<file path="config.mk">
export PLATFORM = sky130hd
export DESIGN_NAME = ltms_ram
export DESIGN_NICKNAME = d
export VERILOG_FILES = /design/src/ltms_ram.sv
export SDC_FILE = /design/constraint.sdc
export NUM_CORES = 2
export LEC_CHECK = 0
export BUFFER_PORTS_ARGS = -buffer_cell sky130_fd_sc_hd__buf_2
export CORE_MARGIN = 3
export CORE_UTILIZATION = 55
export CTS_CLUSTER_DIAMETER = 100
export DETAILED_ROUTE_END_ITERATION = 6
export GPL_ROUTABILITY_DRIVEN = 0
export PLACE_DENSITY = 0.79
export REMOVE_ABC_BUFFERS = 1
export SYNTH_ARGS = -nofsm -noshare
export SYNTH_HDL_FRONTEND = slang
export SYNTH_SLANG_ARGS = --single-unit
</file>
<file path="constraint.sdc">
create_clock -name clk -period 3.5 [get_ports clk]
set_clock_uncertainty 0.2 [all_clocks]
set_input_delay 0.35 -clock clk [delete_from_list [all_inputs] [get_ports clk]]
set_output_delay 0.35 -clock clk [all_outputs]
set_load 0.005 [all_outputs]
</file>
<file path="src/ltms_ram.sv">
module ltms_ram #(
	parameter int WIDTH = 8,
	parameter int DEPTH = 256
) (
	input  logic                     clk,
	input  logic                     en,
	input  logic                     we,
	input  logic [$clog2(DEPTH)-1:0] addr,
	input  logic [WIDTH-1:0]         wdata,
	output logic [WIDTH-1:0]         rdata
);

	logic [WIDTH-1:0] mem [DEPTH];

	always_ff @(posedge clk) begin
		if (en) begin
			if (we) begin
				mem[addr] <= wdata;
			end else begin
				rdata <= mem[addr];
			end
		end
	end

endmodule

</file>
==> flow_metrics.py <==
metrics = {
    "outcome": {
        "status": "finished, violations left",
        "violations": "negative hold slack",
    },
    "sta": {
        "rsz0062_at_grt": "no",
        "slew_headroom": 0.1899,
        "fin_crit_ps": 3178,
        "setup_violations": 0,
        "post-route-period-util": 0.9079,
        "drv_slew": 0,
        "hold_violations": 1,
        "fmax_ghz": 0.3147,
        "worstMarginPinSlew_ps": 1213,
        "hold-worst-slack_ps": -13.18,
    },
    "synthesis": {
        "synth_sequential_area_ratio": 0.7877,
        "synth_seq_cells": 2056,
        "synth.avg_cell_area_sq_um": 22.23,
        "synth_top_family_by_area": "multiplexers",
        "synth_top_area_share": 0.7877,
        "synth_xor_area_frac": 0,
        "synth_simple_gate_area_frac": 0.01606,
        "yosysUniqueCellTypes": 21,
        "synth-compound-area-share": 0.03627,
        "syn_area_sq_mm": 0.07838,
        "syn_inst": 3526,
        "synthMuxAreaShare": 0.1471,
        "synthAdderAreaFrac": 0,
        "synth_area_leaders": "edfxtp_1 79%, mux4_2 15%, a22oi_1 2.5%, nor2_1 1.2%, a21oi_1 0.82%",
        "yosysTopAreaCell": "edfxtp_1",
        "yosysWarningCount": 0,
    },
    "route": {
        "drc_errors": 0,
        "drtPass1Iterations": 7,
        "drtAntennaViolNets": 0,
        "drtIter0Drc": 6512,
        "dr_total_vias": 40450,
        "routedWlPerCell_um": 32.88,
        "via_per_inst": 6.728,
        "wirelength_um": 197700,
    },
    "setup_path": {
        "ff2ff_path_depth": 6,
        "crit_type": "in -> reg",
        "critPathRequiredTime_ps": 3820,
        "arrival_ps": 3500,
        "worstSetupEndpointType": "flop",
        "crit_path_max_fanout": 20,
        "startpoint_type": "primary input",
    },
    "layout": {
        "synthToLayoutAreaGrowth_pct": 14.99,
        "final_cells": 6012,
        "drive_above_1_share": 0.3107,
        "mostFrequentLayoutCell": "edfxtp_1",
        "mostFrequentLayoutCells": "2056 x edfxtp_1, 512 x mux4_2, 395 x buf_4",
        "fin_nets": 3998,
        "n_fill_cell": 8623,
        "multiInputGateArea_sq_mm": 0.01572,
        "seq_area_sq_mm": 0.06174,
    },
    "clocking": {
        "cts_buffer_depth": 3,
        "cts_tree": "built",
        "htreeDepth": 4,
        "cts_root_buf": "clkbuf_16",
        "clk_pin_slew_worst_paths_ps": 60,
        "numClockSinks": 2056,
        "numCtsBuffers": 188,
        "clk_latency_ps": 820,
    },
    "power_and_ir_drop": {
        "finalPower_uw": 49050,
        "ir_drop_v": 0.0004831,
        "p_per_area_mw_per_mm2": 544.3,
        "p_leak_uw": 0.02828,
    },
    "grt": {
        "grt_pass1_vias": 41330,
        "grt_pass1_wl_um": 290000,
        "grt_max_degree": 136,
        "antenna_found_initial": 7,
        "globalRoute.totalOverflow": 0,
        "globalRouteTotalUtil": 0.2737,
    },
    "floorplan": {
        "die_height_um": 383.5,
        "initial_utilization": 0.5576,
        "fp.dieArea_sq_mm": 0.1471,
        "die_w_um": 383.5,
        "num_rows": 137,
        "core_sq_mm": 0.1406,
        "boundaryPins": 27,
    },
    "hold_path": {
        "min_path_cells": 1,
        "hp-class": "in -> reg",
    },
    "placed_design": {
        "dpl.cell_count": 5662,
        "dp_hpwl_um": 115400,
        "numPortBuffers": 26,
    },
    "run": {
        "drv_cap": 0,
    },
}
-- cell families (layout without fill, tap and decap cells) --
kind of cell | Yosys count | count (layout)
and+or+nand+nor | 317 | 317
muxes | 512 | 512
buffers and inverters | 225 | 829
other | 0 | 6
DFF | 2056 | 2056
AOI/OAI and AO/OA | 416 | 416
-- registers in the layout, summed over array words and instances (netlist names) --
name   cells
mem     2048
rdata      8
-- per-layer routing --
metal / track usage / up-vias / share of wire
met5: 0 / - / 0.00022
met4: 0.1232 / 6 / 0.051
met1: 0.3692 / 20990 / 0.35
met3: 0.06322 / 543 / 0.12
met2: 0.4323 / 3008 / 0.48
li1: - / 15900 / -
-- through the flow --
step / setup slack (ps) / hold WS, ps / setup TNS [ps] / area [sq um] / util
after floorplan: -3979 / 248.9 / -6423190 / 77370 / -
after detailed placement: -440.4 / 743.9 / -1435 / 84280 / 0.5996
after global routing: 203.5 / 62.09 / 0 / 90110 / 0.6411
final: 322.3 / -13.18 / 0 / 90120 / 0.6412
after global placement: -389.5 / 778.8 / -1323 / 84280 / 0.5996
after CTS: 339.1 / 19.54 / 0 / 90110 / 0.6411
-- power breakdown --
part | switching [uW] | total (uW) | internal [uW] | leakage, uW
Sequential | 21.8 | 27100 | 27100 | 0.0185
Clock | 8710 | 19500 | 10800 | 0.00286
Combinational | 1480 | 2370 | 889 | 0.00693
Total | 10200 | 49100 | 38800 | 0.0283
-- cell usage after synthesis --
cell type and instances:
a21oi_1 128, a22oi_1 256, and2_1 2, and4_1 1, buf_1 21, buf_2 41, buf_4 11, buf_6 9
clkbuf_1 143, edfxtp_1 2056, mux4_2 512, nand2_1 30, nand2b_1 2, nand3_1 4, nand4_1 8, nor2_1 259
nor2b_1 7, nor3_1 1, nor3b_1 2, o41ai_1 32, or2_2 1
-- critical path, cell delays in order --
cell and delay, ps:
buf_8 300, buf_12 280, buf_12 240, mux4_2 520
a22oi_1 290, a21oi_1 210, o41ai_1 900, buf_4 260
nand4_1 90
-- final timing paths --
kind | to | from | slack [ps]
setup reg to reg | rdata[6] | mem[218][6] | 360
setup / recovery | rdata[6] | addr[0] | 320
hold reg to reg | rdata[0] | mem[54][0] | 930
hold / removal | mem[84][7] | wdata[7] | -10
-- area by class of cell --
type                    instances  share of cell area
multi-input cells            1245              0.1745
diodes                          6           0.0001666
clock buffers                 228             0.05528
repair buffers                488             0.04990
flip-flops and latches       2056              0.6850
well taps                    1876             0.02604
clock inverters               113            0.009107
-- repair_timing --
action / CTS / global route
hold buffers: 3 / 0
resized for setup: 0 / 0
hold endpoints to repair: 24 / 0
setup endpoints to repair: 0 / 0
buffers inserted: 0 / 0
Note: power is estimated with default switching activity, not from simulation.
