$ cat config.mk
export PLATFORM = sky130hd
export DESIGN_NAME = ltms_cfg
export DESIGN_NICKNAME = d
export VERILOG_FILES = /design/src/ltms_pkg.sv /design/src/ltms_cfg.sv
export SDC_FILE = /design/constraint.sdc
export NUM_CORES = 1
export LEC_CHECK = 0
export BUFFER_PORTS_ARGS = -buffer_cell sky130_fd_sc_hd__buf_4
export CAP_MARGIN = 20
export CORE_UTILIZATION = 40
export CTS_BUF_LIST = sky130_fd_sc_hd__clkbuf_4
export DETAILED_ROUTE_END_ITERATION = 10
export GPL_ROUTABILITY_DRIVEN = 0
export PLACE_DENSITY = 0.67
export SLEW_MARGIN = 20
export SYNTH_ARGS = -nofsm -noshare
export SYNTH_HDL_FRONTEND = slang
export SYNTH_SLANG_ARGS = --single-unit
$ cat constraint.sdc
create_clock -name clk -period 0.85 [get_ports clk]
set_clock_uncertainty 0.15 [all_clocks]
set_input_delay 0.1275 -clock clk [delete_from_list [all_inputs] [get_ports clk]]
set_output_delay 0.1275 -clock clk [all_outputs]
set_load 0.02 [all_outputs]
$ cat src/ltms_pkg.sv
package ltms_pkg;

	// widths fixed by the port definition
	localparam int MODE_W     = 3;
	localparam int SEL_W      = 4;
	localparam int POS_W      = 13;
	localparam int TV_W       = 8;
	localparam int TILE_OUT_W = 9;
	localparam int CFG_IDX_W  = 3;
	localparam int CFG_DATA_W = 7;
	localparam int CFG_LAYERS = 4;

	typedef enum logic [MODE_W-1:0] {
		MODE_READ  = 3'd0,
		MODE_WRITE = 3'd1,
		MODE_MARK  = 3'd2,
		MODE_QUERY = 3'd3,
		MODE_TEST  = 3'd4
	} mode_t;

	typedef struct packed {
		logic en;
		logic we;
	} ram_ctl_t;

endpackage

$ cat src/ltms_cfg.sv
module ltms_cfg
	import ltms_pkg::*;
#(
	parameter int NUM_LAYERS = 4,
	parameter int MAX_WIDTH  = 64,
	parameter int MAX_HEIGHT = 64,
	parameter int DIM_W      = 7
) (
	input  logic                                clk,
	input  logic                                arst_n,
	input  logic                                cfg_we,
	input  logic [CFG_IDX_W-1:0]                cfg_idx,
	input  logic [CFG_DATA_W-1:0]               cfg_data,
	output logic [NUM_LAYERS-1:0][DIM_W-1:0]    layer_w,
	output logic [NUM_LAYERS-1:0][DIM_W-1:0]    layer_h
);

	localparam int REG_LAYERS = (NUM_LAYERS < CFG_LAYERS) ? NUM_LAYERS : CFG_LAYERS;

	logic [DIM_W-1:0] w_q [REG_LAYERS];
	logic [DIM_W-1:0] h_q [REG_LAYERS];
	logic [DIM_W-1:0] w_new;
	logic [DIM_W-1:0] h_new;

	// oversized dimensions saturate at the maximum
	assign w_new = (int'(cfg_data) > MAX_WIDTH)  ? DIM_W'(MAX_WIDTH)  : DIM_W'(cfg_data);
	assign h_new = (int'(cfg_data) > MAX_HEIGHT) ? DIM_W'(MAX_HEIGHT) : DIM_W'(cfg_data);

	always_ff @(posedge clk or negedge arst_n) begin
		if (!arst_n) begin
			for (int l = 0; l < REG_LAYERS; l++) begin
				w_q[l] <= '0;
				h_q[l] <= '0;
			end
		end else if (cfg_we) begin
			for (int l = 0; l < REG_LAYERS; l++) begin
				if (int'(cfg_idx[CFG_IDX_W-1:1]) == l) begin
					if (!cfg_idx[0]) begin
						w_q[l] <= w_new;
					end else begin
						h_q[l] <= h_new;
					end
				end
			end
		end
	end

	for (genvar l = 0; l < NUM_LAYERS; l++) begin : g_dim
		if (l < REG_LAYERS) begin : g_reg
			assign layer_w[l] = w_q[l];
			assign layer_h[l] = h_q[l];
		end else begin : g_absent
			assign layer_w[l] = '0;
			assign layer_h[l] = '0;
		end
	end

endmodule

==> load_flow_metrics.sql <==
INSERT INTO impl_metrics (metric_group, metric, value, unit) VALUES
('run_status', 'outcome', 'finished, violations left', ''),
('run_status', 'violations', 'hold timing, setup timing', ''),
('route', 'wirelength', '5.81', 'mm'),
('route', 'detail_route.first_pass.iterations', '4', ''),
('critical_path', 'path_cells', 'buf_6', ''),
('yosys', 'synth.largest_area_cell', 'dfrtp_1', ''),
('critical_path', 'critical_path.startpoint_type', 'register', ''),
('final_layout', 'finish.utilization', '0.726', ''),
('yosys', 'synth-seq-area-share', '0.632', ''),
('floorplanning', 'die_width', '76.5', 'um'),
('power', 'netSwitchingPower', '2.44', 'mW'),
('final_layout', 'antenna_cells_inserted', '0', ''),
('global_routing', 'grt_pass1_vias', '1650', ''),
('timing', 'fin_worst_hold_slack', '-0.0365', 'ns'),
('route', 'drc_violations_left', '0', ''),
('critical_path', 'worst_ep_arrival_time', '0.96', 'ns'),
('power', 'p_leak', '1.88', 'nW'),
('yosys', 'synthesized_nets', '147', ''),
('critical_path', 'critical-path-top-delay-family', 'flip-flops', ''),
('global_routing', 'grt_pass1_wl', '9.13', 'mm'),
('flow_run', 'max_capacitance_violation_count', '0', ''),
('floorplanning', 'coreArea', '5240', 'um^2'),
('critical_path', 'cp_max_fo', '2', ''),
('timing', 'worst_slack', '-0.385', 'ns'),
('timing', 'slew_viol_final', '0', ''),
('yosys', 'ys_ff_latch', '56', ''),
('timing', 'worst_slew_margin_rel', '0.557', ''),
('clocking', 'cts_hold_buf', '1', ''),
('yosys', 'syn-cell-area', '2220', 'um^2'),
('route', 'num_vias', '1534', ''),
('timing', 'final_period_minus_worst_setup_slack', '1.23', 'ns'),
('global_routing', 'global_route.overflow_total', '0', ''),
('global_routing', 'track_usage', '0.203', ''),
('place', 'detailed_place_hpwl', '3.56', 'mm'),
('clocking', 'clk-insertion-delay-late', '0.36', 'ns'),
('clocking', 'cts_made_buffers', '5', ''),
('route', 'detail_route.wl_per_cell', '18.3', 'um'),
('power', 'power_per_cell_area', '2230', 'nW/um^2'),
('clocking', 'clock-root-buffer', 'clkbuf_4', ''),
('place', 'port_buffers', '68', ''),
('timing', 'rsz0062_at_grt', 'yes', ''),
('route', 'ant_nets', '0', ''),
('critical_path', 'critPathMaxStageDelay', '0.45', 'ns'),
('clocking', 'path_clk_slew', '0.15', 'ns'),
('floorplanning', 'die_height', '76.5', 'um'),
('yosys', 'post-synth-top-area-fraction', '0.632', ''),
('power', 'power.share.combinational', '0.381', ''),
('final_layout', 'final_cell_mix', 'buf_6 (80), dfrtp_1 (56), mux2_4 (50)', ''),
('route', 'vias_per_cell', '4.84', ''),
('critical_path', 'worstSetupEndpointType', 'primary output', ''),
('yosys', 'syn_inst', '134', ''),
('yosys', 'synth.distinct_cells', '11', ''),
('critical_path', 'cp_slowest_cell', 'dfrtp_1', ''),
('floorplanning', 'row_count', '26', ''),
('final_layout', 'layout.cells.most_common', 'buf_6', ''),
('final_layout', 'layout-drive-gt1-share', '0.741', ''),
('timing', 'finalHoldViolations', '2', ''),
('power', 'max-vdd-ir-drop', '1140', 'uV'),
('power', 'p_clk_frac', '0.200', ''),
('floorplanning', 'dieArea', '5850', 'um^2'),
('clocking', 'tritoncts', 'yes', ''),
('clocking', 'clock_sink_count', '56', ''),
('final_layout', 'area_growth_syn_to_layout', '71.5', '%'),
('global_routing', 'pin_count_of_the_biggest_net_entering_global_routing', '57', ''),
('timing', 'finalSetupTns', '-29.17', 'ns'),
('yosys', 'synth-warning-count', '0', ''),
('timing', 'maxClockFrequency', '810', 'MHz'),
('power', 'p_int', '6.05', 'mW'),
('min_path', 'hold_path_class', 'input pin to register', ''),
('route', 'initialDrtViolationCount', '49', ''),
('global_routing', 'grt_antenna_before_repair', '0', ''),
('floorplanning', 'ioPinCount', '69', ''),
('yosys', 'average_cell_area_after_synthesis', '16.6', 'um^2'),
('clocking', 'h-tree-depth', '2', ''),
('final_layout', 'net_total_in_the_final_layout', '260', ''),
('critical_path', 'cp_num_buf_inv', '1', ''),
('timing', 'final_period_utilization', '1.45', ''),
('clocking', 'cts-root-to-sink-buffers', '2', ''),
('power', 'power_switching_share', '0.288', ''),
('yosys', 'synthTopCellsByArea', 'dfrtp_1 (63%), mux2_2 (28%), nor2b_1 (1.7%)', ''),
('timing', 'setup_viol_count_final', '112', ''),
('power', 'seq_power_share', '0.419', ''),
('critical_path', 'required_time_of_the_critical_path', '0.57', 'ns'),
('timing', 'tightest_slew', '0.662', 'ns'),
('critical_path', 'timing_worst_setup_path_type', 'register to primary output', ''),
('floorplanning', 'initial_core_utilization', '0.424', '');
==> layout make-up <==
cell class / instances / area, um^2
clock buffer: 5 / 37.5
timing repair buffer: 114 / 1250
sequential: 56 / 1400
fill: 339 / 1430
multi-input combinational: 70 / 972
tap: 70 / 87.6
clock inverter: 2 / 60.1
==> sequential cells by signal, summed over array words and instances (netlist names) <==
| register | count |
|---|---|
| layer_h | 28 |
| layer_w | 28 |
==> per-stage QoR <==
stage	worst slack [ns]	instance area, um^2	cells	total power, mW
after floorplan	-0.350	2430	134	4.79
after global placement	-0.587	3130	276	5.85
after detailed placement	-0.670	3130	276	5.89
after CTS	-0.403	3700	312	8.36
after global routing	-0.432	3800	317	8.86
final	-0.385	3800	317	8.50
==> power groups by stage <==
| stage | combinational [mW] | clock (mW) | sequential, mW |
|---|---|---|---|
| after floorplan | 0.755 | 0 | 4.03 |
| after global placement | 2.37 | 0 | 3.48 |
| after detailed placement | 2.40 | 0 | 3.48 |
| after CTS | 3.10 | 1.74 | 3.52 |
| after global routing | 3.40 | 1.85 | 3.61 |
| final | 3.24 | 1.70 | 3.56 |
==> logic make-up (layout without fill, tap and decap cells) <==
kind of cell | count (synthesis) | in the layout | synth area share
mux | 56 | 56 | 0.284
simple gates | 14 | 14 | 0.0609
flops | 56 | 56 | 0.632
buf+inv | 8 | 121 | 0.0231
==> cells in the mapped netlist <==
cell type	instances
and4b_1	3
nor4b_4	1
clkbuf_1	1
nor4bb_1	1
buf_2	5
nor2b_1	6
dfrtp_1	56
buf_6	2
and4bb_1	2
mux2_2	56
and4_1	1
==> path summary, 6_finish.rpt <==
kind | startpoint | endpoint | slack, ns | cells past startpoint
worst max-delay path | layer_h[0]$_DFFE_PN0P_ | layer_h[0] | -0.38 | 1
worst max register to register | layer_h[10]$_DFFE_PN0P_ | layer_h[10]$_DFFE_PN0P_ | -0.33 | 3
min in group asynchronous | arst_n | layer_w[2]$_DFFE_PN0P_ | 0.11 | 3
worst min register to register | layer_h[17]$_DFFE_PN0P_ | layer_h[17]$_DFFE_PN0P_ | 0.41 | 1
worst min-delay path | cfg_data[6] | layer_w[13]$_DFFE_PN0P_ | -0.04 | 2
max in group asynchronous | arst_n | layer_w[3]$_DFFE_PN0P_ | 0.20 | 3
==> metal layers <==
metal | share of wire | global-route usage | routed length (um)
met2 | 0.49 | 0.324 | 2820
met3 | 0.047 | 0.0491 | 272
met1 | 0.47 | 0.286 | 2700
met4 | 0.0017 | 0.0346 | 10
met5 | 0 | 0 | 0
==> timing repair <==
item                                    CTS  global route
setup buffers                            28            16
pin swaps                                 1             1
endpoints found under the hold margin    58             2
gates resized for setup                  68            23
endpoints found under the setup margin  112           112
No activity file was read; power rests on OpenSTA's default activity.
