`config.mk`:
```
export PLATFORM = sky130hd
export DESIGN_NAME = ltms_seq
export DESIGN_NICKNAME = d
export VERILOG_FILES = /design/src/ltms_pkg.sv /design/src/ltms_seq.sv
export SDC_FILE = /design/constraint.sdc
export NUM_CORES = 1
export LEC_CHECK = 0
export ABC_CLOCK_PERIOD_IN_PS = 7800
export BUFFER_PORTS_ARGS = -buffer_cell sky130_fd_sc_hd__buf_4
export CAP_MARGIN = 20
export CORE_MARGIN = 4
export CORE_UTILIZATION = 50
export CTS_BUF_LIST = sky130_fd_sc_hd__clkbuf_2
export DETAILED_ROUTE_END_ITERATION = 6
export GPL_TIMING_DRIVEN = 0
export PLACE_DENSITY_LB_ADDON = 0.12
export SETUP_SLACK_MARGIN = 0.02
export SYNTH_ARGS = -nofsm -noshare
export SYNTH_HDL_FRONTEND = slang
export SYNTH_SLANG_ARGS = --single-unit
```
`constraint.sdc`:
```
create_clock -name clk -period 7.8 [get_ports clk]
set_input_delay 0 -clock clk [delete_from_list [all_inputs] [get_ports clk]]
set_output_delay 0 -clock clk [all_outputs]
set_load 0.02 [all_outputs]
```
`src/ltms_pkg.sv`:
```
package ltms_pkg;

	// widths fixed by the port definition
	localparam int MODE_W     = 3;
	localparam int SEL_W      = 4;
	localparam int POS_W      = 13;
	localparam int TV_W       = 8;
	localparam int TILE_OUT_W = 9;
	localparam int CFG_IDX_W  = 3;
	localparam int CFG_DATA_W = 7;
	localparam int CFG_LAYERS = 4;

	typedef enum logic [MODE_W-1:0] {
		MODE_READ  = 3'd0,
		MODE_WRITE = 3'd1,
		MODE_MARK  = 3'd2,
		MODE_QUERY = 3'd3,
		MODE_TEST  = 3'd4
	} mode_t;

	typedef struct packed {
		logic en;
		logic we;
	} ram_ctl_t;

endpackage

```
`src/ltms_seq.sv`:
```
module ltms_seq
	import ltms_pkg::*;
#(
	parameter int NUM_LAYERS   = 4,
	parameter int MAX_WIDTH    = 64,
	parameter int MAX_HEIGHT   = 64,
	parameter int TILE_ID_BITS = 8,
	parameter int DIM_W        = 7,
	parameter int TAW          = 14
) (
	input  logic                               clk,
	input  logic                               arst_n,
	input  logic                               start,
	output logic                               busy,
	input  logic [MODE_W-1:0]                  mode,
	input  logic signed [SEL_W-1:0]            layer_sel,
	input  logic signed [POS_W-1:0]            pos_x,
	input  logic signed [POS_W-1:0]            pos_y,
	input  logic [TV_W-1:0]                    tile_value,
	input  logic [NUM_LAYERS-1:0][DIM_W-1:0]   layer_w,
	input  logic [NUM_LAYERS-1:0][DIM_W-1:0]   layer_h,
	output ram_ctl_t                           tile_ctl,
	output logic [TAW-1:0]                     tile_addr,
	output logic [TILE_ID_BITS-1:0]            tile_wdata,
	input  logic [TILE_ID_BITS-1:0]            tile_rdata,
	output ram_ctl_t                           mark_ctl,
	output logic [TILE_ID_BITS-1:0]            mark_addr,
	input  logic                               mark_rdata,
	output logic                               done,
	output logic signed [TILE_OUT_W-1:0]       tile_out,
	output logic                               is_collision,
	output logic                               rejected
);

	localparam int LAYER_CELLS = MAX_WIDTH * MAX_HEIGHT;
	localparam int LYW         = (NUM_LAYERS > 1) ? $clog2(NUM_LAYERS) : 1;
	localparam int PW          = POS_W + DIM_W + 1;
	localparam int AW          = 2 * DIM_W;
	localparam int MD          = 2 ** TILE_ID_BITS;

	typedef enum logic [1:0] {
		ST_IDLE,
		ST_ISSUE,
		ST_DRAIN
	} state_t;

	state_t                    state_q;
	logic [MODE_W-1:0]         mode_q;
	logic                      sel_ok_q;
	logic [LYW-1:0]            lay_q;
	logic signed [POS_W-1:0]   x_q;
	logic signed [POS_W-1:0]   y_q;
	logic [TILE_ID_BITS-1:0]   tv_q;
	logic                      coll_q;
	logic [MD-1:0]             mark_vld_q;

	logic                      accept;
	logic                      is_rd;
	logic                      is_wr;
	logic                      is_query;
	logic                      issue;
	logic                      last_issue;
	logic [DIM_W-1:0]          w_cur;
	logic [DIM_W-1:0]          h_cur;
	logic signed [PW-1:0]      x_ext;
	logic signed [PW-1:0]      y_ext;
	logic signed [PW-1:0]      w_ext;
	logic signed [PW-1:0]      h_ext;
	logic signed [PW-1:0]      prod;
	logic [AW-1:0]             area;
	logic                      inb;

	// stage 1: product and area registered
	logic                      v_s1;
	logic                      last_s1;
	logic [LYW-1:0]            layer_s1;
	logic signed [PW-1:0]      prod_s1;
	logic [AW-1:0]             area_s1;
	logic                      inb_s1;

	// stage 2: tile memory access issued
	logic signed [PW-1:0]      lin;
	logic                      rw_ok;
	logic                      tile_go;
	logic                      v_s2;
	logic                      last_s2;
	logic                      tok_s2;

	// stage 3: collision mark access issued
	logic                      mark_go;
	logic                      v_s3;
	logic                      last_s3;
	logic                      tok_s3;
	logic                      mok_s3;
	logic [TILE_ID_BITS-1:0]   maddr_s3;
	logic [TILE_ID_BITS-1:0]   tile_s3;

	logic                      hit;
	logic [15:0]               tile_wide;
	logic [15:0]               tv_wide;

	assign accept   = start && !busy;
	assign busy     = (state_q != ST_IDLE);
	assign is_rd    = (mode_q == MODE_READ);
	assign is_wr    = (mode_q == MODE_WRITE);
	assign is_query = (mode_q == MODE_QUERY);

	assign issue      = (state_q == ST_ISSUE);
	assign last_issue = !is_query || (lay_q == LYW'(NUM_LAYERS - 1));

	assign tv_wide = {8'd0, tile_value};

	// issue stage: dimensions of the current layer
	assign w_cur = layer_w[lay_q];
	assign h_cur = layer_h[lay_q];
	assign x_ext = PW'(x_q);
	assign y_ext = PW'(y_q);
	assign w_ext = PW'(w_cur);
	assign h_ext = PW'(h_cur);
	assign prod  = y_ext * w_ext;
	assign area  = w_cur * h_cur;
	assign inb   = !x_q[POS_W-1] && (x_ext < w_ext) && !y_q[POS_W-1] && (y_ext < h_ext);

	always_ff @(posedge clk) begin
		layer_s1 <= lay_q;
		prod_s1  <= prod;
		area_s1  <= area;
		inb_s1   <= inb;
		last_s1  <= last_issue;
	end

	// linear index, checked only against zero and the layer area
	assign lin     = prod_s1 + x_ext;
	assign rw_ok   = sel_ok_q && !lin[PW-1] && (lin < $signed(PW'(area_s1)));
	assign tile_go = ((is_rd || is_wr) && rw_ok) || (is_query && inb_s1);

	assign tile_ctl.en = v_s1 && tile_go;
	assign tile_ctl.we = is_wr;
	assign tile_addr   = TAW'(layer_s1 * LAYER_CELLS) + TAW'(lin);
	assign tile_wdata  = tv_q;

	always_ff @(posedge clk) begin
		last_s2 <= last_s1;
		tok_s2  <= tile_go;
	end

	// mark lookup: the tile just read for a query, the item's id otherwise
	assign mark_go     = is_query ? tok_s2 : ((mode_q == MODE_MARK) || (mode_q == MODE_TEST));
	assign mark_ctl.en = v_s2 && mark_go;
	assign mark_ctl.we = (mode_q == MODE_MARK);
	assign mark_addr   = is_query ? tile_rdata : tv_q;

	always_ff @(posedge clk) begin
		last_s3  <= last_s2;
		tok_s3   <= tok_s2;
		mok_s3   <= mark_go && (mode_q != MODE_MARK);
		maddr_s3 <= mark_addr;
		tile_s3  <= tile_rdata;
	end

	assign hit       = mok_s3 && mark_vld_q[maddr_s3] && mark_rdata;
	assign tile_wide = 16'(tile_s3);

	always_ff @(posedge clk or negedge arst_n) begin
		if (!arst_n) begin
			v_s1 <= 1'b0;
			v_s2 <= 1'b0;
			v_s3 <= 1'b0;
		end else begin
			v_s1 <= issue;
			v_s2 <= v_s1;
			v_s3 <= v_s2;
		end
	end

	always_ff @(posedge clk or negedge arst_n) begin
		if (!arst_n) begin
			mark_vld_q <= '0;
		end else if (mark_ctl.en && mark_ctl.we) begin
			mark_vld_q[mark_addr] <= 1'b1;
		end
	end

	always_ff @(posedge clk) begin
		if (accept) begin
			mode_q <= mode;
			x_q    <= pos_x;
			y_q    <= pos_y;
			tv_q   <= tv_wide[TILE_ID_BITS-1:0];
		end
	end

	always_ff @(posedge clk or negedge arst_n) begin
		if (!arst_n) begin
			state_q      <= ST_IDLE;
			sel_ok_q     <= 1'b0;
			lay_q        <= '0;
			coll_q       <= 1'b0;
			done         <= 1'b0;
			tile_out     <= '1;
			is_collision <= 1'b0;
			rejected     <= 1'b0;
		end else begin
			done <= 1'b0;
			if (v_s3) begin
				coll_q <= coll_q || hit;
			end
			case (state_q)
				ST_IDLE: begin
					if (start) begin
						sel_ok_q <= !layer_sel[SEL_W-1] && (int'(layer_sel[2:0]) < NUM_LAYERS);
						coll_q   <= 1'b0;
						if ((mode == MODE_QUERY) || layer_sel[SEL_W-1]
							|| (int'(layer_sel[2:0]) >= NUM_LAYERS)) begin
							lay_q <= '0;
						end else begin
							lay_q <= LYW'(layer_sel[2:0]);
						end
						state_q <= ST_ISSUE;
					end
				end
				ST_ISSUE: begin
					if (last_issue) begin
						state_q <= ST_DRAIN;
					end else begin
						lay_q <= lay_q + 1'b1;
					end
				end
				ST_DRAIN: begin
					if (v_s3 && last_s3) begin
						done         <= 1'b1;
						tile_out     <= (is_rd && tok_s3) ? $signed(tile_wide[TILE_OUT_W-1:0])
							: '1;
						is_collision <= ((mode_q == MODE_QUERY) || (mode_q == MODE_TEST))
							&& (coll_q || hit);
						rejected     <= (is_rd || is_wr) && !tok_s3;
						state_q      <= ST_IDLE;
					end
				end
				default: begin
					state_q <= ST_IDLE;
				end
			endcase
		end
	end

	// the pipe is empty when a word is shown
	a_done_drained: assert property (@(posedge clk) disable iff (!arst_n)
		done |-> !(v_s1 || v_s2 || v_s3))
		else $error("result shown with passes still in flight");

	a_done_after_busy: assert property (@(posedge clk) disable iff (!arst_n)
		done |-> $past(busy))
		else $error("result strobe without an item in progress");

	a_tile_write_legal: assert property (@(posedge clk) disable iff (!arst_n)
		(tile_ctl.en && tile_ctl.we) |-> (is_wr && sel_ok_q && busy))
		else $error("tile write outside an accepted write");

	a_mark_write_legal: assert property (@(posedge clk) disable iff (!arst_n)
		(mark_ctl.en && mark_ctl.we) |-> (mode_q == MODE_MARK))
		else $error("collision mark written outside a mark item");

	a_start_busy: assert property (@(posedge clk) disable iff (!arst_n)
		accept |=> busy && !done)
		else $error("accepted item did not raise busy");

endmodule

```
==> metrics.txt, run 1 <==
H-tree Lvls 3; CTS root buffer clkbuf_2; Crit path required time 8.67 ns; CP delay by family, top adder cells; sequential area share after synthesis 42.9%; fin. max-slew vios 0; RSZ-0062 raised after global routing false; initial antenna violation count 1; clock sink count 374; Final Non-Filler Cells 2,933; worst path cell trace buf_2, buf_2, mux4_2, clkbuf_1, and2_1, fa_1, fa_1, fa_1, inv_1, fa_1, inv_1, ha_1, o21a_1, o21a_1, nor2_1, a21oi_1, and2_1, o211ai_1, a211oi_1, o311ai_0; most used flip-flop cell after synthesis dfrtp_1; chip width roughly 220 µm; clk_skew 0.131 ns; DR vias roughly 16k; Filler cells about 3.5k; fraction of layout cells with a size suffix above 1 between 15 and 20%; Ys Warns 0; # IOs 156; GR Overflow Total 0; Fin. Hold Viols 0; Initial Utilization 51.0%; Final min period 6.64 ns; Routed WL 58,200 µm; CP endpoint kind register; final net count 2,599; mean area per synthesized cell 11.5 µm²; CP arrival 7.51 ns; Final GP Congestion 0.895; post-placement cell count 2,615; status finished clean; WP buf/inv 5; total CTS buffers slightly below 100; overall die height around 220 µm; Yosys cell types 88; Crit Path Category register to register; Hold WC Path Type primary input to register; syn nets 2,207; Crit Path Max Fanout 10; period utilisation layout about 85%; core box area about 0.042 mm²; Synth Register Bits about 370; clk slew on worst S/H paths approximately 0.10 ns; Global Route Usage Sum 25.4%; DRT antenna net count 0; first-pass GRT wire length between 90,000 and 100,000 µm; number of synthesized flops with an enable pin 37; FMAX between 150 and 200 MHz; Residual DRC 0; Site Rows 75; die area 0.0466 mm²; Max stage delay on crit path 0.69 ns; WL/cell 19.9 µm; P&R area growth vs syn 19.7%; drt via density 5.52; MaxCap Viol Count 0; PortBufs 155; Async SR Flop Fraction about three quarters; Detail Placement HPWL about 42,000 µm; clock buffer depth 3; latest clock arrival within the worst-skew pair around 1.1 ns; synthesized area approximately 0.022 mm²; Rel. slew slack approximately 47%; slowest CP cell mux4_2; final setup fails 0; number of global-route vias before repair roughly 17k; CTS tree done; crit start category register; largest net degree at the start of global routing 125; crit-path most repeated cell fa_1; Post-Synthesis Cells 1,880; 1st-iter DRT viols just under 900; Least-Margin Pin Slew between 0.7 and 0.8 ns; sum of negative setup slack 0 ns; drt pass-1 iters 5
==> timing repair <==
action,4_1_cts,5_1_grt
hold buffers,133,0
gates resized for setup,0,0
buffers inserted,0,0
endpoints found under the hold margin,633,0
==> final cells by class <==
type	count	area, µm²	area share (%)
Antenna cell	1	2.50	0.00969
Clock inverter	25	121	0.470
Clock buffer	159	796	3.08
Multi-Input combinational cell	1240	11200	43.3
Timing Repair Buffer	291	2590	10.0
Inverter	196	736	2.85
Buffer	70	428	1.66
Tap cell	577	722	2.79
Sequential cell	374	9260	35.8
==> cell usage in the layout (no fill, tap or decap), types with 33 or more instances in the layout <==
master / n
a21o_1: 170
a21oi_1: 45
and2_1: 86
buf_4: 162
clkbuf_2: 160
dfrtp_1: 268
dfxtp_1: 60
dlygate4sd3_1: 132
edfxtp_1: 37
fa_1: 96
ha_1: 122
inv_1: 190
mux2i_1: 53
mux4_2: 49
nand2_1: 93
nor2_1: 100
o21bai_1: 97
xnor2_1: 33
==> worst min-delay path: cells and delay by family <==
kind | cells | cell delay (ns)
buffers and inverters | 3 | 1.16
==> stage by stage <==
step | hold slack, ns | worst slack [ns] | util [%] | area, µm²
final | 0.149 | 1.16 | 61.0 | 25800
after global placement | 0.115 | 1.24 | 55.5 | 23500
after global routing | 0.0573 | 0.756 | 61.0 | 25800
after floorplan | -0.296 | 2.13 | - | 21600
after detailed placement | -0.0758 | 1.22 | 55.7 | 23600
after CTS | 0.00258 | 1.15 | 61.0 | 25800
==> routing by layer <==
layer  vias to the layer above  wire length [µm]  track usage (%)
li1                       7438                 -                -
met1                      8097             23700             31.4
met2                       516             29100             43.8
met3                       141              3190             4.89
met4                         0              2260             10.4
met5                         -                 0                0
==> synthesized netlist by cell type (22+ instances only) <==
library cell / number / area (µm²)
dfrtp_1: 268 / 6710
inv_1: 190 / 713
a21o_1: 170 / 1280
ha_1: 122 / 1530
nor2_1: 101 / 379
o21bai_1: 97 / 728
fa_1: 96 / 1920
nand2_1: 93 / 349
and2_1: 86 / 538
dfxtp_1: 60 / 1200
mux2i_1: 53 / 531
mux4_2: 49 / 1100
a21oi_1: 45 / 225
edfxtp_1: 37 / 1110
xnor2_1: 33 / 289
o21ai_0: 30 / 150
clkbuf_1: 29 / 109
buf_2: 23 / 115
nand3_1: 23 / 115
nor3_1: 22 / 110
==> cells by family (layout without fill, tap and decap cells) <==
| group | after synthesis | count (layout) | synth area share [%] |
|---|---|---|---|
| AO/OA/AOI/OAI | 452 | 452 | 15.3 |
| AND/OR/NAND/NOR | 412 | 412 | 9.74 |
| XOR/XNOR | 43 | 43 | 1.74 |
| adder cells (fa/ha/maj) | 218 | 218 | 16.0 |
| other | 0 | 1 | 0 |
| flip-flops | 374 | 374 | 42.9 |
| multiplexers | 115 | 115 | 9.01 |
| buffers and inverters | 266 | 741 | 5.39 |
==> flip-flops by register name (all words and copies together), names as in the netlist, 2 cells and up <==
signal,cells
maddr_s3,8
mark_vld_q,256
x_q,13
mode_q,3
lay_q,2
state_q,2
area_s1,14
tile_s3,8
tile_out,9
prod_s1,21
y_q,13
tile_wdata,8
layer_s1,2
==> worst paths after layout <==
path / start / endpoint / slack (ns) / cells after the start
max: lay_q[0] / prod_s1[19] / 1.16 / 20
max reg2reg: lay_q[0] / prod_s1[19] / 1.16 / 20
min: tile_rdata[2] / tile_s3[2] / 0.15 / 3
max in group asynchronous: arst_n / mark_vld_q[238] / 6.31 / 6
min in group asynchronous: arst_n / mark_vld_q[11] / 0.49 / 5
min reg2reg: last_s2 / last_s3 / 0.33 / 0
Power of run 1 is left out: the tool's default activity adds up to more than one toggle a clock period on the data nets, which glitch-free logic cannot reach.
==> run 2: changes to the inputs <==
- ABC_CLOCK_PERIOD_IN_PS: 7800 -> 6000
- BUFFER_PORTS_ARGS: -buffer_cell sky130_fd_sc_hd__buf_4 -> not set
- CTS_CLUSTER_SIZE: not set -> 28
- DONT_BUFFER_PORTS: not set -> 1
- clock period: 7.8 -> 6 ns (I/O delays scaled with it)
==> run 2 against run 1 <==
Effect of this change: via count fell by 2.6%; worst setup slack got worse by 0.92 ns; routed wire length rose by 2.4%; global-route usage rose by 0.23 points; largest cell class unchanged; first-iteration DRC count rose by 15%; die area did not move; clock skew barely moved; design area fell by 2.9%; non-clock buffer count fell by 118; fmax rose by 15%.
==> metrics.txt, run 2 (same netlist as run 1, synthesis figures left out) <==
WP buf/inv 5 (unchanged); total CTS buffers 98 (-1.0%); PortBufs 0 (-100%); crit-path most repeated cell fa_1; CTS tree done; Finished Core Util 59.3% (-1.8 points); clock sink count 374 (unchanged); status finished clean; final net count 2,480 (-4.6%); FMAX 174 MHz (+15%); Reg with most FFs mark_vld_q; number of global-route vias before repair 16.8k (-2.4%); chip width 216 µm (unchanged); first-pass GRT wire length 93,600 µm (+0.19%); most common cell after layout, fill and taps aside dfrtp_1; Filler cells 3,521 (+0.20%); Initial Utilization 51.0% (unchanged); crit start category register; core box area 0.0423 mm² (unchanged); Met1 Routed Length 24,200 µm (+2.1%); DRT antenna net count 0 (unchanged); sum of negative setup slack 0 ns (unchanged); Final GP Congestion 0.870 (-2.8%); die area 0.0466 mm² (unchanged); drt pass-1 iters 7 (+2); fin. max-slew vios 0 (unchanged); Routed WL 59,600 µm (+2.4%); Site Rows 75 (unchanged); Max stage delay on crit path 0.60 ns (-0.09 ns); Crit path required time 6.89 ns (-1.78 ns); 1st-iter DRT viols 1,001 (+15%); Min Hold Slack 0.00501 ns (-0.144 ns); initial antenna violation count 2 (+1); top flop regs mark_vld_q (256), prod_s1 (21), area_s1 (14); CP endpoint kind register; GR Overflow Total 0 (unchanged); Rel. slew slack 34.6% (-13 points); final setup fails 0 (unchanged); drt via density 5.61 (+1.5%); CP delay by family, top adder cells; DR vias 15.8k (-2.6%); period utilisation layout 96.0% (+11 points); top sig layer met4; Global Route Usage Sum 25.6% (+0.23 points); clk slew on worst S/H paths 0.11 ns (about the same); clk_skew 0.131 ns (+0.000132 ns); metal3 WL 3570 µm (+12%); P&R area growth vs syn 16.2%; Crit Path Category register to register; Detail Placement HPWL 41,400 µm (-2.0%); Largest register FFs 256 (unchanged); met2 wire len 29,700 µm (+2.2%); Crit Path Max Fanout 10 (unchanged); MaxCap Viol Count 0 (unchanged); clock buffer depth 3 (unchanged); Residual DRC 0 (unchanged); Final min period 5.76 ns (-0.875 ns); Least-Margin Pin Slew 0.981 ns (+0.203 ns); Fin. Hold Viols 0 (unchanged); CP arrival 6.65 ns (-0.86 ns); Hold WC Path Type primary input to asynchronous set/reset pin; largest net degree at the start of global routing 278 (+120%); post-placement cell count 2,458 (-6.0%); worst path cell trace buf_12, mux4_2, dlygate4sd3_1, clkbuf_1, and2_1, fa_1, inv_1, fa_1, fa_1, inv_1, ha_1, o21a_1, o21ai_0, a21oi_2, and2_1, o211ai_1, a211oi_2, o311ai_1; H-tree Lvls 3 (unchanged); Final Non-Filler Cells 2,812 (-4.1%); latest clock arrival within the worst-skew pair 1.10 ns (about the same); CTS root buffer clkbuf_2; fraction of layout cells with a size suffix above 1 14.1% (-5.5 points); slowest CP cell dlygate4sd3_1; # IOs 156 (unchanged); most frequent cells in the layout 266 x dfrtp_1, 190 x inv_1, 170 x a21o_1, 166 x dlygate4sd3_1, 153 x clkbuf_2; RSZ-0062 raised after global routing false; WL/cell 21.2 µm (+6.8%); overall die height 216 µm (unchanged)
## run 2: cell count changes in the layout (fill, tap and decap cells not counted), sizes merged
cell | previous run | this run
buf | 198 | 47
clkbuf | 189 | 179
clkinv | 21 | 26
clkinvlp | 2 | 0
diode | 1 | 3
dlygate4sd3 | 132 | 166
inv | 198 | 199
## run 2: timing repair
item / in CTS / in global routing
setup buffers: 1 / 3
pin swaps: 1 / 4
hold buffers: 167 / 0
resized for setup: 12 / 17
setup endpoints to repair: 11 / 8
endpoints found under the hold margin: 639 / 0
## run 2: worst paths after layout
check,from,endpoint,slack [ns],depth (start not counted)
worst max-delay path,lay_q[0],prod_s1[19],0.24,18
worst min-delay path,arst_n,mark_vld_q[35],0.005,3
worst max register to register,lay_q[0],prod_s1[19],0.24,18
worst min register to register,last_s1,last_s2,0.33,0
max in group asynchronous,arst_n,mark_vld_q[239],4.58,4
min in group clk,pos_y[6],y_q[6],0.14,2
## run 2: metal layers
metal | vias up | global-route usage [%]
li1 | 7190 | -
met1 | 7872 | 31.7
met2 | 559 | 43.7
met3 | 143 | 5.88
met4 | 0 | 9.94
met5 | - | 0
## run 2: layout make-up
type                    count  area (µm²)  share of cell area, %
clock buffers             150         751                   2.99
plain buffers              70         468                   1.87
clock inverters            29         126                  0.504
flip-flops and latches    374        9260                   36.9
well taps                 577         722                   2.88
multi-input cells        1240       11200                   44.8
diodes                      3        7.51                 0.0299
inverters                 196         736                   2.93
repair buffers            173        1770                   7.04
## run 2: per-stage QoR
step / setup WS [ns] / cell area, µm²
after global placement: -0.549 / 22300
final: 0.239 / 25100
after floorplan: 0.327 / 21600
after global routing: 0.0139 / 25100
after detailed placement: -0.540 / 22300
after CTS: 0.0203 / 24900
## run 2: worst min-delay path: stages
cell,delay [ns]
dlygate4sd3_1,0.51
dlygate4sd3_1,0.63
buf_16,0.41
Power of run 2 is left out for the same reason.
==> run 3: changes to the inputs <==
- ABC_AREA: not set -> 1
- ABC_CLOCK_PERIOD_IN_PS: 6000 -> 5150
- clock period: 6 -> 5.15 ns (I/O delays scaled with it)
==> run 3 against run 2 <==
Effect of this change: the flow now finishes with violations (negative hold slack); synthesized cell count rose by 31%; via count rose by 22%; critical path type unchanged; die area increased by 0.57%; clock skew shrank 0.014 ns; register-to-register slack got worse by 0.18 ns; cell count is 23% higher; critical endpoint unchanged; largest cell class unchanged.
==> metrics.txt, run 3 <==
DR vias 19.2k (+22%); final net count 3,115 (+26%); core box area 0.0430 mm² (+1.6%); Synth Register Bits 374 (unchanged); RSZ-0062 raised after global routing true; slowest CP cell fa_1; Detail Placement HPWL 47,300 µm (+14%); Final GP Congestion 0.981 (+13%); R2R depth 24 (+6); Min Hold Slack -1.44 ns (-1.45 ns); CP arrival 6.01 ns (-0.64 ns); period utilisation layout 98.8% (+2.8 points); fraction of layout cells with a size suffix above 1 14.3% (+0.24 points); Filler cells 3,775 (+7.2%); Final min period 5.09 ns (-0.673 ns); CTS tree done; overall die height 216 µm (+0.28%); Max stage delay on crit path 0.53 ns (-0.07 ns); syn nets 2,781 (+26%); CTS root buffer clkbuf_2; first-pass GRT wire length 109,000 µm (+17%); Area contributors post-synth dfrtp_1 31%, fa_1 8.8%, o21bai_1 8.4%, nand2_1 8.4%, ha_1 7.0%; DRT antenna net count 0 (unchanged); PortBufs 0 (unchanged); chip width 216 µm (+0.28%); Rel. slew slack 29.2% (-5.4 points); Ys Warns 0 (unchanged); Largest register FFs 256 (unchanged); top flop regs mark_vld_q (256), prod_s1 (21), area_s1 (14); failing checks negative hold slack; clock sink count 374 (unchanged); H-tree Lvls 3 (unchanged); most common cell after layout, fill and taps aside nand2_1; Global Route Usage Sum 30.0% (+4.4 points); Crit Path Category register to register; FF-to-FF setup slack 0.06 ns (-0.18 ns); WP buf/inv 10 (+5); MaxCap Viol Count 0 (unchanged); Initial Utilization 50.5% (-0.49 points); area taken by flip-flops and latches 0.00926 mm² (unchanged); drt via density 5.56 (-0.76%); most used flip-flop cell after synthesis dfrtp_1; Fin. Hold Viols 277 (+277); P&R area growth vs syn 21.3%; number of synthesized flops with an enable pin 37 (unchanged); Least-Margin Pin Slew 1.06 ns (+0.0806 ns); CP delay by family, top adder cells; footprint of the multi-input gates 0.0115 mm² (+2.2%); Site Rows 76 (+1.3%); status finished with violations; Yosys cell types 46 (-48%); worst path cell trace buf_6, buf_8, buf_8, nand2_4, nand3_4, nand2_4, clkinvlp_4, buf_6, nand2_2, fa_1, inv_1, fa_1, fa_1, inv_1, fa_1, inv_2, ha_4, nand2_2, inv_2, a221oi_4, o211ai_1, buf_4, a31oi_4, xor2_1; Crit Path Max Fanout 6 (-4); FMAX 197 MHz (+13%); drt pass-1 iters 5 (-2); sequential area share after synthesis 42.6% (-0.25 points); GR Overflow Total 0 (unchanged); Async SR Flop Fraction 74.1% (unchanged); top-count cell post-synth nand2_1; worst r2r dst prod_s1[19]; crit-path most repeated cell fa_1; synthesized area 0.0217 mm² (+0.59%); die area 0.0468 mm² (+0.57%); Yosys top cell area share 30.9% (-0.18 points); crit start category register; fin. max-slew vios 0 (unchanged); clk_skew 0.117 ns (-0.0137 ns); WL/cell 20.6 µm (-3.0%); clock buffer depth 3 (unchanged); # IOs 156 (unchanged); total CTS buffers 99 (+1.0%); clk slew on worst S/H paths 0.09 ns (-0.02 ns); Residual DRC 0 (unchanged); Reg-to-Reg Start lay_q[0]; largest area contributor in the netlist dfrtp_1; latest clock arrival within the worst-skew pair 1.09 ns (about the same); number of global-route vias before repair 19.8k (+18%); most frequent cells in the layout 459 x nand2_1, 266 x dfrtp_1, 262 x nand3_1, 246 x inv_1, 242 x o21bai_1; Reg with most FFs mark_vld_q; 1st-iter DRT viols 1,684 (+68%); CP endpoint kind register; final setup fails 0 (unchanged); largest net degree at the start of global routing 278 (unchanged); mean area per synthesized cell 8.85 µm² (-23%); sum of negative setup slack 0 ns (unchanged); Hold WC Path Type primary input to asynchronous set/reset pin; Post-Synthesis Cells 2,454 (+31%); Crit path required time 6.07 ns (-0.82 ns); initial antenna violation count 2 (unchanged); top post-synthesis cells by count 484 x nand2_1, 273 x inv_1, 268 x dfrtp_1, 268 x nand3_1, 244 x o21bai_1; Routed WL 71,000 µm (+19%)
-- run 3: worst register-to-register path: cells and delay by family, from the launching register on --
| family | cells | cell delay (ns) |
|---|---|---|
| buffers and inverters | 10 | 1.34 |
| and+or+nand+nor | 5 | 0.38 |
| adders and majority gates | 5 | 2.12 |
| xor gates and xnor gates | 1 | 0.14 |
| DFF | 1 | 0.45 |
| AOI/OAI and AO/OA | 3 | 0.54 |
-- run 3: worst max-delay path by stage --
stage	startpoint	end	slack, ns	cells after the start
after floorplan	lay_q[1]	prod_s1[18]	-0.02	22
after global placement	lay_q[1]	prod_s1[18]	-0.88	22
after detailed placement	lay_q[1]	prod_s1[18]	-0.95	22
after CTS	lay_q[0]	prod_s1[18]	0.01	22
after global routing	lay_q[0]	prod_s1[19]	-0.09	24
final	lay_q[0]	prod_s1[19]	0.06	24
-- run 3: timing repair --
action                                  in CTS  in global routing
hold endpoints to repair                   623                280
buffers inserted                            20                 26
gates resized for setup                     70                136
pin swaps                                   12                 78
hold buffers                               184                  3
gates cloned                                 0                  2
endpoints found under the setup margin      22                 14
-- run 3: cell families after synthesis --
logic type | Yosys count | synth area share (%)
compound gates | 440 | 13.5
xor+xnor | 50 | 2.02
fa+ha+maj | 218 | 15.9
buf+inv | 391 | 6.91
flops | 374 | 42.6
simple gates | 981 | 19.1
-- run 3: cell type report --
type / instances / share of cell area [%]
multi-input cells: 1689 / 43.6
flip-flops and latches: 374 / 35.2
repair buffers: 235 / 8.77
inverters: 287 / 4.19
clock buffers: 154 / 2.93
well taps: 585 / 2.78
plain buffers: 102 / 2.00
clock inverters: 24 / 0.523
diodes: 4 / 0.0380
-- run 3: per-stage QoR --
stage | setup WS, ns | utilization [%] | area, µm² | std cells | hold WS [ns]
floorplan | -0.0168 | - | 21700 | 2454 | -0.296
global placement | -0.884 | 52.2 | 22500 | 3039 | -0.286
detailed placement | -0.948 | 52.2 | 22500 | 3039 | -0.286
CTS | 0.0102 | 59.6 | 25600 | 3420 | -1.53
global route | -0.0878 | 61.3 | 26300 | 3453 | -1.56
finish | 0.0621 | 61.3 | 26300 | 3454 | -1.44
-- run 3: routing by layer --
| metal | up-vias | track usage [%] | share of wire (%) |
|---|---|---|---|
| li1 | 8759 | - | - |
| met4 | 0 | 15.4 | 6.0 |
| met1 | 9370 | 35.7 | 38 |
| met3 | 271 | 6.62 | 6.9 |
| met5 | - | 0 | 0 |
| met2 | 816 | 51.2 | 49 |
Power of run 3 is left out for the same reason.
